## src/hdl/sab_pkg.sv

```systemverilog
`timescale 1ns / 1ps
`default_nettype none

package sab_pkg;

    localparam int SLOTS    = 16;
    localparam int STATIONS = 16;
    localparam int IDX_W    = (SLOTS > 1) ? $clog2(SLOTS) : 1;
    localparam int MAP_W    = 16;

    typedef enum logic [1:0] {
        KIND_APPROVE = 2'd0,
        KIND_REJECT  = 2'd1,
        KIND_FORWARD = 2'd2,
        KIND_CONFIRM = 2'd3
    } t_kind;

    typedef struct packed {
        logic [15:0] seq;
        logic [7:0]  src;
        logic [7:0]  dst;
    } t_frame;

    typedef struct packed {
        t_kind       kind;
        logic [7:0]  to;
        t_frame      frame;
    } t_msg;

    // set and clear of one slot queue; clear applies before set
    typedef struct packed {
        logic             set;
        logic [IDX_W-1:0] set_idx;
        logic             clr;
        logic [IDX_W-1:0] clr_idx;
    } t_slot_ctl;

endpackage

`default_nettype wire

```

## src/hdl/sab_slot_queue.sv

```systemverilog
`timescale 1ns / 1ps
`default_nettype none

module sab_slot_queue (
    input  wire                           i_clk,
    input  wire                           i_rst_n,
    input  sab_pkg::t_slot_ctl            i_ctl,
    input  sab_pkg::t_frame               i_wr_data,
    input  wire  [sab_pkg::IDX_W-1:0]     i_rd_idx,
    output logic                          o_rd_valid,
    output sab_pkg::t_frame               o_rd_data,
    output logic                          o_free_found,
    output logic [sab_pkg::IDX_W-1:0]     o_free_idx
);

    logic [sab_pkg::SLOTS-1:0] r_valid;
    sab_pkg::t_frame           r_pay [sab_pkg::SLOTS];

    always_ff @(posedge i_clk) begin
        if (!i_rst_n) begin
            r_valid <= '0;
        end else begin
            if (i_ctl.clr) begin
                r_valid[i_ctl.clr_idx] <= 1'b0;
            end
            if (i_ctl.set) begin
                r_valid[i_ctl.set_idx] <= 1'b1;
            end
        end
    end

    always_ff @(posedge i_clk) begin
        if (i_ctl.set) begin
            r_pay[i_ctl.set_idx] <= i_wr_data;
        end
    end

    assign o_rd_valid = r_valid[i_rd_idx];
    assign o_rd_data  = r_pay[i_rd_idx];

    // lowest empty slot
    always_comb begin
        o_free_found = 1'b0;
        o_free_idx   = '0;
        for (int i = sab_pkg::SLOTS - 1; i >= 0; i--) begin
            if (!r_valid[i]) begin
                o_free_found = 1'b1;
                o_free_idx   = sab_pkg::IDX_W'(i);
            end
        end
    end

endmodule

`default_nettype wire

```

## src/hdl/sab_out_stage.sv

```systemverilog
`timescale 1ns / 1ps
`default_nettype none

module sab_out_stage (
    input  wire                 i_clk,
    input  wire                 i_rst_n,
    input  wire                 i_push,
    input  sab_pkg::t_msg       i_msg,
    input  wire                 i_flush,
    output logic                o_push_ok,
    output logic                o_flush_done,
    output logic                o_tvalid,
    input  wire                 i_tready,
    output sab_pkg::t_msg       o_msg,
    output logic                o_tlast
);

    // hold keeps the newest message until it is known whether another follows
    logic          r_hold_v;
    sab_pkg::t_msg r_hold;
    logic          r_out_v;
    sab_pkg::t_msg r_out;
    logic          r_out_last;
    logic          out_free;
    logic          move;

    assign out_free     = !r_out_v || i_tready;
    assign o_push_ok    = !r_hold_v || out_free;
    assign o_flush_done = !r_hold_v || out_free;
    assign move         = r_hold_v && out_free && (i_push || i_flush);

    always_ff @(posedge i_clk) begin
        if (!i_rst_n) begin
            r_hold_v <= 1'b0;
            r_out_v  <= 1'b0;
        end else begin
            if (move) begin
                r_out_v <= 1'b1;
            end else if (i_tready) begin
                r_out_v <= 1'b0;
            end
            if (i_push) begin
                r_hold_v <= 1'b1;
            end else if (move) begin
                r_hold_v <= 1'b0;
            end
        end
    end

    always_ff @(posedge i_clk) begin
        if (move) begin
            r_out      <= r_hold;
            r_out_last <= !i_push;
        end
        if (i_push) begin
            r_hold <= i_msg;
        end
    end

    assign o_tvalid = r_out_v;
    assign o_msg    = r_out;
    assign o_tlast  = r_out_last;

endmodule

`default_nettype wire

```

## src/hdl/switch_admission_buffer.sv

```systemverilog
`timescale 1ns / 1ps
`default_nettype none

// One beat at a time: a new beat is accepted only in the idle state, once the last is through.
//   Data, link and ignored beats pass through execute; a request also passes through flush.
// Service tick: setup, a visit to each data slot plus a confirm per forwarded slot,
//   a visit to each request slot until the data slots fill, then flush and idle;
//   output stalls can hold it, as they can hold a request's flush.
// Reset (synchronous, i_rst_n low): both slot queues empty, no station connected.
module switch_admission_buffer (
    input  wire          i_clk,
    input  wire          i_rst_n,
    input  wire          s_axis_tvalid,
    output logic         s_axis_tready,
    // [7:0] arrival_port, [23:8] seq_num, [31:24] src_station,
    // [39:32] dst_station, [44:40] station_id, [47:45] zero
    input  wire  [47:0]  s_axis_tdata,
    // [2:0] action
    input  wire  [2:0]   s_axis_tuser,
    output logic         m_axis_tvalid,
    input  wire          m_axis_tready,
    // [7:0] to_station, [23:8] out_seq, [31:24] out_src, [39:32] out_dst
    output logic [39:0]  m_axis_tdata,
    // [1:0] msg_kind
    output logic [1:0]   m_axis_tuser,
    output logic         m_axis_tlast
);

    typedef enum logic [2:0] {
        ACT_REQ  = 3'd0,
        ACT_DATA = 3'd1,
        ACT_TICK = 3'd2,
        ACT_CONN = 3'd3,
        ACT_DISC = 3'd4
    } t_action;

    typedef enum logic [2:0] {
        ST_IDLE,
        ST_EXEC,
        ST_FWD,
        ST_FWD_CONF,
        ST_APR,
        ST_FLUSH
    } t_state;

    localparam logic [sab_pkg::IDX_W-1:0] LAST_IDX = sab_pkg::IDX_W'(sab_pkg::SLOTS - 1);

    t_state                       r_state;
    logic [2:0]                   r_act;
    logic [7:0]                   r_port;
    sab_pkg::t_frame              r_frame;
    logic [4:0]                   r_sid;
    logic [sab_pkg::MAP_W-1:0]    r_map;
    logic [sab_pkg::IDX_W-1:0]    r_idx;

    // slot queues
    sab_pkg::t_slot_ctl           dq_ctl, rq_ctl;
    sab_pkg::t_frame              dq_wr_data;
    logic                         dq_rd_valid, rq_rd_valid;
    sab_pkg::t_frame              dq_rd_data, rq_rd_data;
    logic                         dq_free_found, rq_free_found;
    logic [sab_pkg::IDX_W-1:0]    dq_free_idx, rq_free_idx;

    // output stage
    logic                         push, flush, push_ok, flush_done;
    sab_pkg::t_msg                push_msg, out_msg;

    logic                         sid_ok;
    logic                         dst_conn;

    // station s is valid for 1 <= s <= STATIONS and s <= 16
    assign sid_ok = (r_sid != 5'd0) && ({3'b000, r_sid} <= 8'(sab_pkg::STATIONS))
                    && (r_sid <= 5'd16);

    always_comb begin
        dst_conn = 1'b0;
        if (dq_rd_data.dst != 8'd0 && dq_rd_data.dst <= 8'(sab_pkg::STATIONS)
                && dq_rd_data.dst <= 8'd16) begin
            dst_conn = r_map[4'(dq_rd_data.dst - 8'd1)];
        end
    end

    sab_slot_queue u_data_q (
        .i_clk        (i_clk),
        .i_rst_n      (i_rst_n),
        .i_ctl        (dq_ctl),
        .i_wr_data    (dq_wr_data),
        .i_rd_idx     (r_idx),
        .o_rd_valid   (dq_rd_valid),
        .o_rd_data    (dq_rd_data),
        .o_free_found (dq_free_found),
        .o_free_idx   (dq_free_idx)
    );

    sab_slot_queue u_req_q (
        .i_clk        (i_clk),
        .i_rst_n      (i_rst_n),
        .i_ctl        (rq_ctl),
        .i_wr_data    (r_frame),
        .i_rd_idx     (r_idx),
        .o_rd_valid   (rq_rd_valid),
        .o_rd_data    (rq_rd_data),
        .o_free_found (rq_free_found),
        .o_free_idx   (rq_free_idx)
    );

    sab_out_stage u_out (
        .i_clk        (i_clk),
        .i_rst_n      (i_rst_n),
        .i_push       (push),
        .i_msg        (push_msg),
        .i_flush      (flush),
        .o_push_ok    (push_ok),
        .o_flush_done (flush_done),
        .o_tvalid     (m_axis_tvalid),
        .i_tready     (m_axis_tready),
        .o_msg        (out_msg),
        .o_tlast      (m_axis_tlast)
    );

    assign s_axis_tready = (r_state == ST_IDLE);
    assign m_axis_tdata  = {out_msg.frame.dst, out_msg.frame.src, out_msg.frame.seq, out_msg.to};
    assign m_axis_tuser  = out_msg.kind;

    // sequencer datapath controls
    always_comb begin
        dq_ctl     = '0;
        rq_ctl     = '0;
        dq_wr_data = r_frame;
        push       = 1'b0;
        push_msg   = '{kind: sab_pkg::KIND_APPROVE, to: r_port, frame: r_frame};
        flush      = (r_state == ST_FLUSH);
        unique case (r_state)
            ST_EXEC: begin
                if (r_act == ACT_REQ) begin
                    if (!dq_free_found && !rq_free_found) begin
                        push          = 1'b1;
                        push_msg.kind = sab_pkg::KIND_REJECT;
                    end else if (dq_free_found) begin
                        push = 1'b1;
                    end else begin
                        rq_ctl.set     = 1'b1;
                        rq_ctl.set_idx = rq_free_idx;
                    end
                end else if (r_act == ACT_DATA) begin
                    dq_ctl.set     = dq_free_found;
                    dq_ctl.set_idx = dq_free_idx;
                end
            end
            ST_FWD: begin
                if (dq_rd_valid && dst_conn && push_ok) begin
                    push     = 1'b1;
                    push_msg = '{kind: sab_pkg::KIND_FORWARD, to: dq_rd_data.dst,
                                 frame: dq_rd_data};
                end
            end
            ST_FWD_CONF: begin
                if (push_ok) begin
                    push           = 1'b1;
                    push_msg       = '{kind: sab_pkg::KIND_CONFIRM, to: dq_rd_data.src,
                                       frame: dq_rd_data};
                    dq_ctl.clr     = 1'b1;
                    dq_ctl.clr_idx = r_idx;
                end
            end
            ST_APR: begin
                if (rq_rd_valid && dq_free_found && push_ok) begin
                    push           = 1'b1;
                    push_msg       = '{kind: sab_pkg::KIND_APPROVE, to: rq_rd_data.src,
                                       frame: rq_rd_data};
                    dq_wr_data     = rq_rd_data;
                    dq_ctl.set     = 1'b1;
                    dq_ctl.set_idx = dq_free_idx;
                    rq_ctl.clr     = 1'b1;
                    rq_ctl.clr_idx = r_idx;
                end
            end
            default: begin
            end
        endcase
    end

    always_ff @(posedge i_clk) begin
        if (!i_rst_n) begin
            r_state <= ST_IDLE;
            r_map   <= '0;
            r_idx   <= '0;
        end else begin
            unique case (r_state)
                ST_IDLE: begin
                    if (s_axis_tvalid) begin
                        r_state <= ST_EXEC;
                    end
                end
                ST_EXEC: begin
                    r_idx <= '0;
                    priority case (r_act)
                        ACT_REQ:  r_state <= ST_FLUSH;
                        ACT_TICK: r_state <= ST_FWD;
                        ACT_CONN: begin
                            if (sid_ok) r_map[4'(r_sid - 5'd1)] <= 1'b1;
                            r_state <= ST_IDLE;
                        end
                        ACT_DISC: begin
                            if (sid_ok) r_map[4'(r_sid - 5'd1)] <= 1'b0;
                            r_state <= ST_IDLE;
                        end
                        default:  r_state <= ST_IDLE;
                    endcase
                end
                ST_FWD: begin
                    if (dq_rd_valid && dst_conn) begin
                        if (push_ok) r_state <= ST_FWD_CONF;
                    end else if (r_idx == LAST_IDX) begin
                        r_idx   <= '0;
                        r_state <= ST_APR;
                    end else begin
                        r_idx <= r_idx + 1'b1;
                    end
                end
                ST_FWD_CONF: begin
                    if (push_ok) begin
                        if (r_idx == LAST_IDX) begin
                            r_idx   <= '0;
                            r_state <= ST_APR;
                        end else begin
                            r_idx   <= r_idx + 1'b1;
                            r_state <= ST_FWD;
                        end
                    end
                end
                ST_APR: begin
                    if (rq_rd_valid && !dq_free_found) begin
                        r_state <= ST_FLUSH;
                    end else if (!rq_rd_valid || push_ok) begin
                        if (r_idx == LAST_IDX) begin
                            r_state <= ST_FLUSH;
                        end else begin
                            r_idx <= r_idx + 1'b1;
                        end
                    end
                end
                ST_FLUSH: begin
                    if (flush_done) r_state <= ST_IDLE;
                end
                default: r_state <= ST_IDLE;
            endcase
        end
    end

    // input beat capture
    always_ff @(posedge i_clk) begin
        if (s_axis_tvalid && s_axis_tready) begin
            r_act         <= s_axis_tuser;
            r_port        <= s_axis_tdata[7:0];
            r_frame.seq   <= s_axis_tdata[23:8];
            r_frame.src   <= s_axis_tdata[31:24];
            r_frame.dst   <= s_axis_tdata[39:32];
            r_sid         <= s_axis_tdata[44:40];
        end
    end

endmodule

`default_nettype wire
```

## config.mk

```make
export PLATFORM = sky130hd
export DESIGN_NAME = switch_admission_buffer
export DESIGN_NICKNAME = d
export VERILOG_FILES = /design/src/hdl/sab_pkg.sv /design/src/hdl/sab_slot_queue.sv /design/src/hdl/sab_out_stage.sv /design/src/hdl/switch_admission_buffer.sv
export SDC_FILE = /design/constraint.sdc
export NUM_CORES = 1
export LEC_CHECK = 0
export BUFFER_PORTS_ARGS = -buffer_cell sky130_fd_sc_hd__clkbuf_2
export CAP_MARGIN = 10
export CORE_MARGIN = 3
export CORE_UTILIZATION = 34
export DETAILED_ROUTE_END_ITERATION = 7
export PLACE_DENSITY_LB_ADDON = 0.05
export SETUP_SLACK_MARGIN = 0.15
export SYNTH_ARGS = -nofsm -noshare
export SYNTH_HDL_FRONTEND = slang
export SYNTH_SLANG_ARGS = --single-unit
```

## constraint.sdc

```tcl
create_clock -name i_clk -period 5.3 [get_ports i_clk]
set_clock_uncertainty 0.05 [all_clocks]
set_input_delay 0 -clock i_clk [delete_from_list [all_inputs] [get_ports i_clk]]
set_output_delay 0 -clock i_clk [all_outputs]
set_load 0.1 [all_outputs]
```

After elaboration in Yosys (flattened, before gate mapping)
Memories as Yosys holds them, arrays and structs flattened. A register that Yosys moved wholly into a read port is not among the register bits.
Index checks and enable logic that the tools add are counted.
Word-level totals
  register bits: 190
  latch bits: 0
  RAM bits: 1024
  ROM bits: 0
  input port bits: 55
  output and inout bits: 45
  memories: 2
Cells by class
  add/sub/neg operators: 3
  $mul: 0
  divide/modulo/power cells: 0
  $lt $le $gt $ge: 15
  equality and inequality tests: 23
  shift operators: 0
  mux-type cells: 149
  bitwise logic cells: 9
  reductions and logical operators: 39
Memories
  u_data_q.r_pay: words 16, width 32, read ports 1, clocked after Yosys merged registers in 1, wr ports 1, RTL line sab_slot_queue.sv:17  | sab_pkg::t_frame r_pay [sab_pkg::SLOTS];
  u_req_q.r_pay: words 16, width 32, read ports 1, clocked after Yosys merged registers in 1, wr ports 1, RTL line sab_slot_queue.sv:17
Operators with widths (number)
  $mux W4: 42
  $mux W16: 8
  $pmux W40 S3: 1
  $mux W42: 2
  $mux W32: 2
  $mux W1: 57
  $mux W5: 11
  $and A16 B16 Y16: 3
  $not A16 Y16: 3
  $or A16 B16 Y16: 3
  $mux W40: 1
  $lt A4 B5 Y1 const B: 7
  $pmux W16 S2: 1
  $mux W3: 10
  $demux W1 S4: 5
  $ge A4 B1 Y1 const B: 5
  $logic_and A1 B1 Y1: 18
  $ne A2 B2 Y1 const B: 9
  $pmux W3 S6: 1
  $pmux W4 S4: 1
  $bmux W1 S4: 3
  $eq A3 B2 Y1 const B: 4
  $ne A3 B3 Y1 const B: 4
  $le A5 B5 Y1 const B: 2
  20 further kinds: 35

Depth between registers and ports, before layout
Gate-level depths: netlist of run 1.
  depth after elaboration: 30
  depth in mapped cells: 18

Cells and area by module
Synthesis of run 1 repeated with hierarchy kept, for this count alone.
Unflattened totals
  cells, all modules: 2556
  area, all modules: 48452.7 µm²
By module, submodules not included
  sab_slot_queue (u_req_q): times used 1, cells each 907, area each 20161.8 µm²
  sab_slot_queue (u_data_q): times used 1, cells each 907, area each 20134.3 µm²
  switch_admission_buffer: times used 1, cells each 645, area each 5509.0 µm²
  sab_out_stage: times used 1, cells each 97, area each 2647.5 µm²

Worst setup path before layout of run 1
No wires, ideal clock.
  path kind: register to register
  start: register (tool-made name)
  end: register u_out.r_out, in the netlist u_out.o_msg[0], enable pin
  arrival time: 5187 ps
  data required time: 4792 ps
  setup slack: -394 ps
  stages on the path, launching flop included: 15
  buffers on the path: 4
  cells stage by stage: dfxtp_1 -> buf_6 -> buf_6 -> mux4_2 -> o22ai_1 -> or2_2 -> clkbuf_1 -> ha_1 -> buf_1 -> mux2_2 -> mux4_2 -> nor2_1 -> nor3_1 -> nor4_2 -> a21oi_1
RTL lines
  end signal: assignment: RTL line sab_out_stage.sv:52  | r_out <= r_hold;
  end: declaration: RTL line sab_out_stage.sv:22  | sab_pkg::t_msg r_out;

==> results of run 1 <==
-- state kept, by name, summed over array words and instances (netlist names), 4 cells and up, named ones only --
signal            count
u_data_q.r_pay      512
u_out.r_hold         42
u_out.o_msg          42
u_req_q.r_valid      16
r_sid                 5
r_idx                 4
u_data_q.r_valid     16
r_port                8
u_req_q.r_pay       512
r_frame              32
-- routing by layer --
layer / share of wire (%) / track usage, % / vias up / wire (um)
met5: 0 / 0 / - / 0
met4: 2.0 / 4.762 / 0 / 2825
met3: 4.4 / 3.020 / 181 / 6137
met2: 50 / 31.92 / 665 / 69180
met1: 44 / 26.07 / 13638 / 61500
li1: - / - / 10972 / -
-- area by class of cell --
class | count | area [um2]
inverter | 52 | 197.7
antenna | 1 | 2.502
timing repair buffer | 299 | 2507
multi-input combinational | 1128 | 11790
sequential | 1218 | 35980
tap | 1876 | 2347
fill | 12553 | 83490
clock buffer | 171 | 3598
clock inverter | 66 | 660.6
-- final timing paths --
kind,slack (ns),cells after the start,end
worst min register to register,0.38,0,u_out.o_msg[24]
worst max register to register,0.52,14,r_state[2]
worst min-delay path,0.07,2,r_frame[12]
worst max-delay path,0.52,14,r_state[2]
-- worst max-delay path, delay by kind of cell, from the launching register on --
kind	cells	cell delay, ns
compound gates	5	1.29
fa+ha+maj	1	0.46
buf+inv	3	0.82
flops	1	0.56
mux	3	1.04
simple gates	2	0.45
-- power breakdown --
group	internal, W	leakage [nW]	switching (W)
sequential	0.0116	10.9	0.000508
clock	0.00546	2.09	0.00370
combinational	0.00191	4.95	0.00279
-- logic make-up after synthesis --
| kind of cell | synth area share [%] |
|---|---|
| xor+xnor | 0.09027 |
| mux | 15.65 |
| compound gates | 4.155 |
| flops | 74.14 |
| fa+ha+maj | 0.05158 |
| simple gates | 4.238 |
| buf+inv | 1.674 |
-- metrics by stage --
stage,area [um2],worst slack [ns],power [W],utilization [%],hold WS [ns]
floorplan,48510,0.2277,0.01522,-,0.04887
global placement,51840,0.6564,0.01687,36.88,0.1266
detailed placement,51840,0.5531,0.01697,36.88,0.1286
CTS,57060,0.2343,0.02627,40.60,0.0001425
global route,57070,0.2165,0.02703,40.60,0.03805
finish,57070,0.5185,0.02592,40.61,0.06701
-- what timing repair did --
action / CTS / global route
hold buffers: 96 / 0
hold endpoints to repair: 107 / 0
gates resized for setup: 0 / 3
endpoints found under the setup margin: 0 / 1
-- layout by cell type (no fill, tap or decap), types with 7 or more instances in the layout --
master         Yosys  routed
nor2_1            93      90
and2_1            14      12
nor4_1             7       7
nand3b_1           7       7
inv_2              0      30
clkbuf_1          60      32
edfxtp_1        1157    1157
clkbuf_2           0      96
nand2_1          183     183
or2_2              7       7
a21o_1            15      15
a21oi_1           95      94
a22oi_1           14      13
clkinv_1           1      28
o21a_1             8       8
buf_12             0      21
nand2b_1          11      11
nand3_1           31      31
mux2_2             7       7
clkbuf_16          0     139
mux2i_1           35      35
a211oi_1          13      13
nor2b_1           19      19
o211ai_1          12      12
nor3_1            26      24
a311oi_1           7       7
o21ai_0           68      68
a221oi_1          10      10
buf_4              7      86
inv_1             51      20
dfxtp_1           61      58
o22ai_1           17      17
a21boi_0           7       7
a31oi_1           13      13
nand4_1           13      13
dlygate4sd3_1      0      96
and3_1            10       9
mux4_2           318     318
bufinv_16          0      14
clkinv_2           0      21
==> results.yml, run 1 <==
clocking:
  cts.sinks: 1218
  clock_slew_at_the_register_clock_pins_of_the_worst_setup_and_hold_paths_ns: 0.06
  post_cts_repair_setup_buffers: 0
  cts_buffers: 137
  cts_max_level: 4
  clock_insertion_delay_worst_skew_ns: 0.75
  cts_tree: "built"
  clk_path_buf_depth: 3
  clk_root_buffer_cell: "clkbuf_16"
routing:
  routed_wl_um: 139600
  drt-vias-per-instance: 5.291
  wl_per_cell_um: 29.02
  detail_route.drc_violations: 0
  dr.first_iter.drc_count: 2329
  via_count_of_the_routed_design: 25456
  firstDrtPassIters: 5
  detail-route-antenna-nets: 0
die:
  ioPinCount: 100
  core_area_um2: 140600
  die-width_um: 383.7
  die-area_um2: 147200
  die_height_um: 383.7
  initial_core_utilization_pct: 34.51
  floorplan.rows: 137
final_layout:
  layout.nets: 2893
  layout-drive-gt1-share_pct: 26.21
  areaGrowthSynthToFinish_pct: 17.66
  stdcell_count: 4811
global_routing:
  antenna_found_initial: 5
  track_usage_pct: 19.07
  grt-ovfl-total: 0
  grt_pass1_vias: 26320
  largest_net_degree_at_the_start_of_global_routing: 126
  global_route_wire_length_before_repair_um: 198100
critical_path:
  critical_path_peak_fanout: 16
  cp_data_required_time_ns: 5.88
  worst_path_largest_cell_delay_ns: 0.56
  timing.setup.critical_path_class: "reg2reg"
  timing.critical_path.to_type: "flop"
  timing.critical_path.cells: "mux2i_1 > a221oi_1 > o21ai_0 > nand2_1 > inv_1 > ha_2 > mux2_2 > mux4_2 > o211ai_4 > or2_4 > buf_4 > a31oi_1 > o211a_1 > dlygate4sd3_1"
  worstPathArrival_ns: 5.36
  kind_of_launch_point_of_the_worst_setup_path: "flop"
  crit_path_top_delay_cell: "dfxtp_4"
power:
  powerDensity_nw_per_um2: 454.2
  p_leak_nw: 17.95
  power.ir.vdd_worst_uv: 317.7
timing:
  rsz0062_at_grt: "no"
  setup-violations-final: 0
  report.final.slew_viol_count: 0
  hold_viol: 0
  worstMarginPinSlew_ns: 1.162
  worst_slew_margin_rel_pct: 22.26
  fin_crit_sh_pct: 90.22
  final.setup.tns_ns: 0
  highest_clock_frequency_the_design_can_meet_ghz: 0.2091
  final.min_clock_period_ns: 4.781
hold_path:
  min-delay-start: "s_axis_tdata[28]"
  hold_class: "in2reg"
placement:
  post_dp_hpwl_um: 85720
  port-buffer-count: 96
  gpl.final_weighted_congestion: 0.8734
  dp_cells: 4477
synthesis:
  netlist.top_cell.by_area: "edfxtp_1"
  synth.ff_latch_count: 1218
  synth_commonest_cells: "edfxtp_1, mux4_2, nand2_1, a21oi_1, nor2_1"
  yosysWarnings: 0
  synth_top_flop_cell: "edfxtp_1"
  synth.area.top_cells: "edfxtp_1, mux4_2, dfxtp_1, nand2_1, a21oi_1"
  syn-cell-area_um2: 48510
  yosysTopAreaCellShare_pct: 71.62
  async_reset_ff_share_pct: 0
  synthesis.area_per_instance_um2: 19.20
  syn_nets: 2584
  yosysMostFrequentCell: "edfxtp_1"
  synth_enable_flop_cells: 1157
  synth_sequential_area_ratio_pct: 74.14
  synthDistinctLibCells: 70
  syn-instance-count: 2527
run_status:
  status: "finished, final reports clean"
flow_run:
  max-cap-violations: 0
No activity file was read; power rests on OpenSTA's default activity.
==> run 2: changes to the inputs <==
--- a/config.mk
+++ b/config.mk
@@ -7,11 +7,14 @@
 export LEC_CHECK = 0
 export BUFFER_PORTS_ARGS = -buffer_cell sky130_fd_sc_hd__clkbuf_2
 export CAP_MARGIN = 10
+export CELL_PAD_IN_SITES_DETAIL_PLACEMENT = 0
+export CELL_PAD_IN_SITES_GLOBAL_PLACEMENT = 1
 export CORE_MARGIN = 3
 export CORE_UTILIZATION = 34
 export DETAILED_ROUTE_END_ITERATION = 7
-export PLACE_DENSITY_LB_ADDON = 0.05
+export PLACE_DENSITY_LB_ADDON = 0.1
 export SETUP_SLACK_MARGIN = 0.15
+export SLEW_MARGIN = 20
 export SYNTH_ARGS = -nofsm -noshare
 export SYNTH_HDL_FRONTEND = slang
 export SYNTH_SLANG_ARGS = --single-unit
==> results.yml, run 2 (synthesis results as in run 1) <==
power:
  power.ir.vdd_worst_uv: 327.2
  fin_total_pwr_w: 0.02620
  p_leak_nw: 18.11
  powerDensity_nw_per_um2: 457.1
clocking:
  clock_insertion_delay_worst_skew_ns: 0.76
  clk_path_buf_depth: 3
  cts.sinks: 1218
  cts_buffers: 141
  cts_tree: "built"
  clk_root_buffer_cell: "clkbuf_16"
  clock_slew_at_the_register_clock_pins_of_the_worst_setup_and_hold_paths_ns: 0.06
  cts_max_level: 4
  post_cts_repair_setup_buffers: 0
global_routing:
  largest_net_degree_at_the_start_of_global_routing: 104
  global_route_wire_length_before_repair_um: 195800
  grt_pass1_vias: 26723
  track_usage_pct: 18.64
  antenna_found_initial: 11
  grt-ovfl-total: 0
die:
  die-area_um2: 147200
  die_height_um: 383.7
  die-width_um: 383.7
  initial_core_utilization_pct: 34.51
  core_area_um2: 140600
  ioPinCount: 100
  floorplan.rows: 137
critical_path:
  worstPathArrival_ns: 5.17
  cp_data_required_time_ns: 5.75
  critical_path_peak_fanout: 37
  kind_of_launch_point_of_the_worst_setup_path: "flop"
  timing.setup.critical_path_class: "reg2reg"
  timing.critical_path.to_type: "flop"
timing:
  fin_crit_sh_pct: 88.99
  final.setup.tns_ns: 0
  rsz0062_at_grt: "no"
  report.final.slew_viol_count: 0
  hold_viol: 0
  final.min_clock_period_ns: 4.716
  setup-violations-final: 0
  worstMarginPinSlew_ns: 1.044
  worst_slew_margin_rel_pct: 30.37
  finalHoldWorstSlack_ns: 0.07823
  highest_clock_frequency_the_design_can_meet_ghz: 0.2120
routing:
  detail-route-antenna-nets: 0
  routed_wl_um: 136900
  firstDrtPassIters: 5
  detail_route.drc_violations: 0
  via_count_of_the_routed_design: 25864
  drt-vias-per-instance: 5.344
  wl_per_cell_um: 28.28
  dr.first_iter.drc_count: 2509
run_status:
  status: "finished, final reports clean"
final_layout:
  layout.cells.most_common: "edfxtp_1"
  layout.nets: 2903
  design_area_um2: 57330
  layout_top_registers: "u_data_q.r_pay x512, u_req_q.r_pay x512"
  post_layout_utilization_of_the_core_pct: 40.78
  layout.cells.most_common_list: "edfxtp_1, mux4_2, nand2_1"
  areaGrowthSynthToFinish_pct: 18.18
  layout-drive-gt1-share_pct: 26.53
  final.fill_count: 12554
flow_run:
  max-cap-violations: 0
placement:
  port-buffer-count: 96
  placed_cell_area_um2: 51780
  gpl.final_weighted_congestion: 0.7992
  post_dp_hpwl_um: 84650
hold_path:
  hold_class: "in2reg"
## run 2: changes by cell type in the layout (fill, tap and decap cells not counted), moves of 4 or more
cell / delta
clkbuf_1: -4
diode_2: +4
clkinv_1: +8
clkbuf_16: +11
buf_4: +11
buf_12: -7
## run 2: area by class of cell
class,instances,area (um2),share of cell area [%]
flip-flops and latches,1218,35980,62.76
repair buffers,305,2470,4.308
inverters,52,197.7,0.3449
multi-input cells,1128,11780,20.56
clock inverters,78,680.7,1.187
clock buffers,178,3859,6.731
well taps,1876,2347,4.095
diodes,5,12.51,0.02183
## run 2: stage by stage
stage,std cells,worst slack (ns)
final,4840,0.5837
after global placement,4481,0.5297
after floorplan,2527,0.2277
after CTS,4835,0.4097
after global routing,4836,0.3184
after detailed placement,4481,0.4991
## run 2: layer usage
metal  vias to the layer above  GRT usage (%)  part of all wire, %
li1                      11016              -                    -
met1                     13897          26.36                   45
met2                       763          30.43                   48
met3                       188          2.748                  4.8
met4                         0          4.505                  1.9
met5                         -              0                    0
## run 2: what timing repair did
item,4_1_cts,5_1_grt
endpoints found under the setup margin,0,1
hold buffers,98,0
resized for setup,0,1
hold endpoints to repair,107,0
## run 2: power by group
part	switching [W]	internal (W)
Sequential	0.000498	0.0116
Combinational	0.00270	0.00190
Clock	0.00383	0.00572
## run 2: worst max-delay path, stage by stage (launching register included)
cell,delay [ns]
dfxtp_4,0.65
buf_4,0.61
mux4_2,0.40
a22o_1,0.23
a221oi_1,0.37
buf_4,0.20
nand4_1,0.14
nor3b_4,0.34
o211ai_4,0.17
nor2_4,0.76
a21oi_1,0.25
o22a_1,0.26
## run 2: final timing paths
check / from / to / slack [ns] / depth (start not counted)
worst max-delay path: flop / u_out.r_hold[36] / 0.58 / 11
worst min-delay path: s_axis_tdata[7] / r_port[7] / 0.08 / 2
worst max register to register: flop / u_out.r_hold[36] / 0.58 / 11
worst min register to register: u_out.r_hold[11] / u_out.o_msg[11] / 0.36 / 0
==> run 3: changes to the inputs <==
--- a/config.mk
+++ b/config.mk
@@ -10,7 +10,7 @@
 export CELL_PAD_IN_SITES_DETAIL_PLACEMENT = 0
 export CELL_PAD_IN_SITES_GLOBAL_PLACEMENT = 1
 export CORE_MARGIN = 3
-export CORE_UTILIZATION = 34
+export CORE_UTILIZATION = 50
 export DETAILED_ROUTE_END_ITERATION = 7
 export PLACE_DENSITY_LB_ADDON = 0.1
 export SETUP_SLACK_MARGIN = 0.15
==> constraint.sdc (replaced) <==
create_clock -name i_clk -period 5.3 [get_ports i_clk]
set_clock_uncertainty 0.05 [all_clocks]
set_input_delay 0 -clock i_clk [delete_from_list [all_inputs] [get_ports i_clk]]
set_output_delay 0 -clock i_clk [all_outputs]
set_load 0.02 [all_outputs]
==> results.yml, run 3 (synthesis results as in run 1) <==
final_layout:
  layout.cells.most_common_list: "edfxtp_1, mux4_2, nand2_1"
  areaGrowthSynthToFinish_pct: 15.30
  layout-drive-gt1-share_pct: 25.28
  layout_top_registers: "u_data_q.r_pay x512, u_req_q.r_pay x512"
  layout.nets: 2872
  layout.cells.most_common: "edfxtp_1"
hold_path:
  hold_class: "in2reg"
  min-delay-start: "s_axis_tdata[35]"
die:
  floorplan.rows: 113
  core_area_um2: 95580
  initial_core_utilization_pct: 50.75
  die_height_um: 317.5
  die-width_um: 317.5
  ioPinCount: 100
  die-area_um2: 100800
routing:
  detail_route.drc_violations: 0
  via_count_of_the_routed_design: 25641
  detail-route-antenna-nets: 0
  dr.first_iter.drc_count: 2991
  routed_wl_um: 122300
  firstDrtPassIters: 5
  wl_per_cell_um: 29.33
  drt-vias-per-instance: 6.149
global_routing:
  groute.layer.met3.usage_pct: 4.127
  global_route_wire_length_before_repair_um: 177400
  grt-ovfl-total: 0
  grt_busiest_layer: "met2"
  largest_net_degree_at_the_start_of_global_routing: 163
  antenna_found_initial: 2
  track_usage_pct: 24.26
  met2_usage_pct: 38.87
  grt_pass1_vias: 25680
  met1_usage_pct: 35.19
power:
  powerDensity_nw_per_um2: 449.5
  p_leak_nw: 17.71
  share_comb_of_total_power_pct: 17.7
  pwr-share-clk_pct: 34.6
  netSwitchingPower_w: 0.006568
  power.ir.vdd_worst_uv: 344.1
  p_int_w: 0.01857
  share_seq_of_total_power_pct: 47.7
  power.share.switching_pct: 26.13
timing:
  setup_ws_ns: 0.4886
  worst_slew_margin_rel_pct: 20.74
  fin_crit_sh_pct: 90.78
  rsz0062_at_grt: "no"
  final.setup.tns_ns: 0
  hold_viol: 0
  highest_clock_frequency_the_design_can_meet_ghz: 0.2078
  report.final.slew_viol_count: 0
  setup-violations-final: 0
  final.min_clock_period_ns: 4.811
  worstMarginPinSlew_ns: 1.189
critical_path:
  worstPathArrival_ns: 5.23
  kind_of_launch_point_of_the_worst_setup_path: "flop"
  critical_path_peak_fanout: 35
  timing.critical_path.to_type: "flop"
  cp_data_required_time_ns: 5.72
  timing.setup.critical_path_class: "reg2reg"
placement:
  post_dp_hpwl_um: 72240
  gpl.final_weighted_congestion: 0.8543
  dpl_worst_slack_ns: 0.5180
  port-buffer-count: 96
flow_run:
  max-cap-violations: 0
clocking:
  post_cts_repair_setup_buffers: 0
  clock_slew_at_the_register_clock_pins_of_the_worst_setup_and_hold_paths_ns: 0.06
  cts_buffers: 131
  cts_max_level: 4
  clock_insertion_delay_worst_skew_ns: 0.72
  clk_path_buf_depth: 3
  cts_tree: "built"
  clk_root_buffer_cell: "clkbuf_16"
  cts.sinks: 1218
run_status:
  status: "finished, final reports clean"
[run 3: cell types whose count changed in the layout (fill, tap and decap cells not counted), sizes merged]
| cell | change |
|---|---|
| clkinv | -9 |
| diode | -4 |
| buf | -21 |
| clkbuf | -14 |
| clkinvlp | -1 |
| inv | -9 |
| bufinv | -1 |
[run 3: power groups by stage]
stage / logic (W) / registers [W] / clock network, W
2_1_floorplan: 0.00316 / 0.0120 / 0
3_3_place_gp: 0.00427 / 0.0122 / 0
3_5_place_dp: 0.00438 / 0.0122 / 0
4_1_cts: 0.00445 / 0.0120 / 0.00886
5_1_grt: 0.00481 / 0.0120 / 0.00924
6_report: 0.00445 / 0.0120 / 0.00869
[run 3: through the flow]
step           cell area, um2  hold slack, ns  cells  util [%]  power [W]
2_1_floorplan           48510         0.04887   2527         -    0.01514
3_3_place_gp            50890          0.1265   3848     53.24    0.01644
3_5_place_dp            50890          0.1286   3848     53.24    0.01658
4_1_cts                 55900        0.003265   4168     58.49    0.02531
5_1_grt                 55930         0.02638   4169     58.52    0.02609
6_report                55930         0.05621   4170     58.52    0.02514
[run 3: layout make-up]
class	count	area, um2
fillers	7094	39650
flip-flops and latches	1218	35980
multi-input cells	1128	11780
clock buffers	164	3466
repair buffers	284	2354
well taps	1265	1583
clock inverters	58	570.5
inverters	52	197.7
diodes	1	2.502
[run 3: worst max-delay path, stage by stage, from the launching register on]
cell	delay (ns)
dfxtp_4	0.45
buf_12	0.28
mux4_2	0.56
a22o_1	0.22
a221oi_1	0.76
nand4_1	0.30
nor3b_4	0.39
o211ai_4	0.17
nor2_4	0.82
a21oi_1	0.22
o22a_1	0.26
[run 3: worst paths after layout]
| path | slack, ns | depth (start not counted) | to |
|---|---|---|---|
| worst max-delay path | 0.49 | 10 | u_out.r_hold[36] |
| worst min register to register | 0.37 | 0 | u_out.o_msg[15] |
| worst max register to register | 0.49 | 10 | u_out.r_hold[36] |
| worst min-delay path | 0.06 | 2 | r_frame[3] |
[run 3: timing repair]
item,in CTS,in global routing
gates resized for setup,0,0
hold endpoints to repair,90,0
hold buffers,98,0
[run 3: layer usage]
metal | up-vias | part of all wire, %
met5 | - | 0
met2 | 971 | 48
li1 | 10920 | -
met1 | 13565 | 43
met4 | 0 | 2.0
met3 | 185 | 6.7
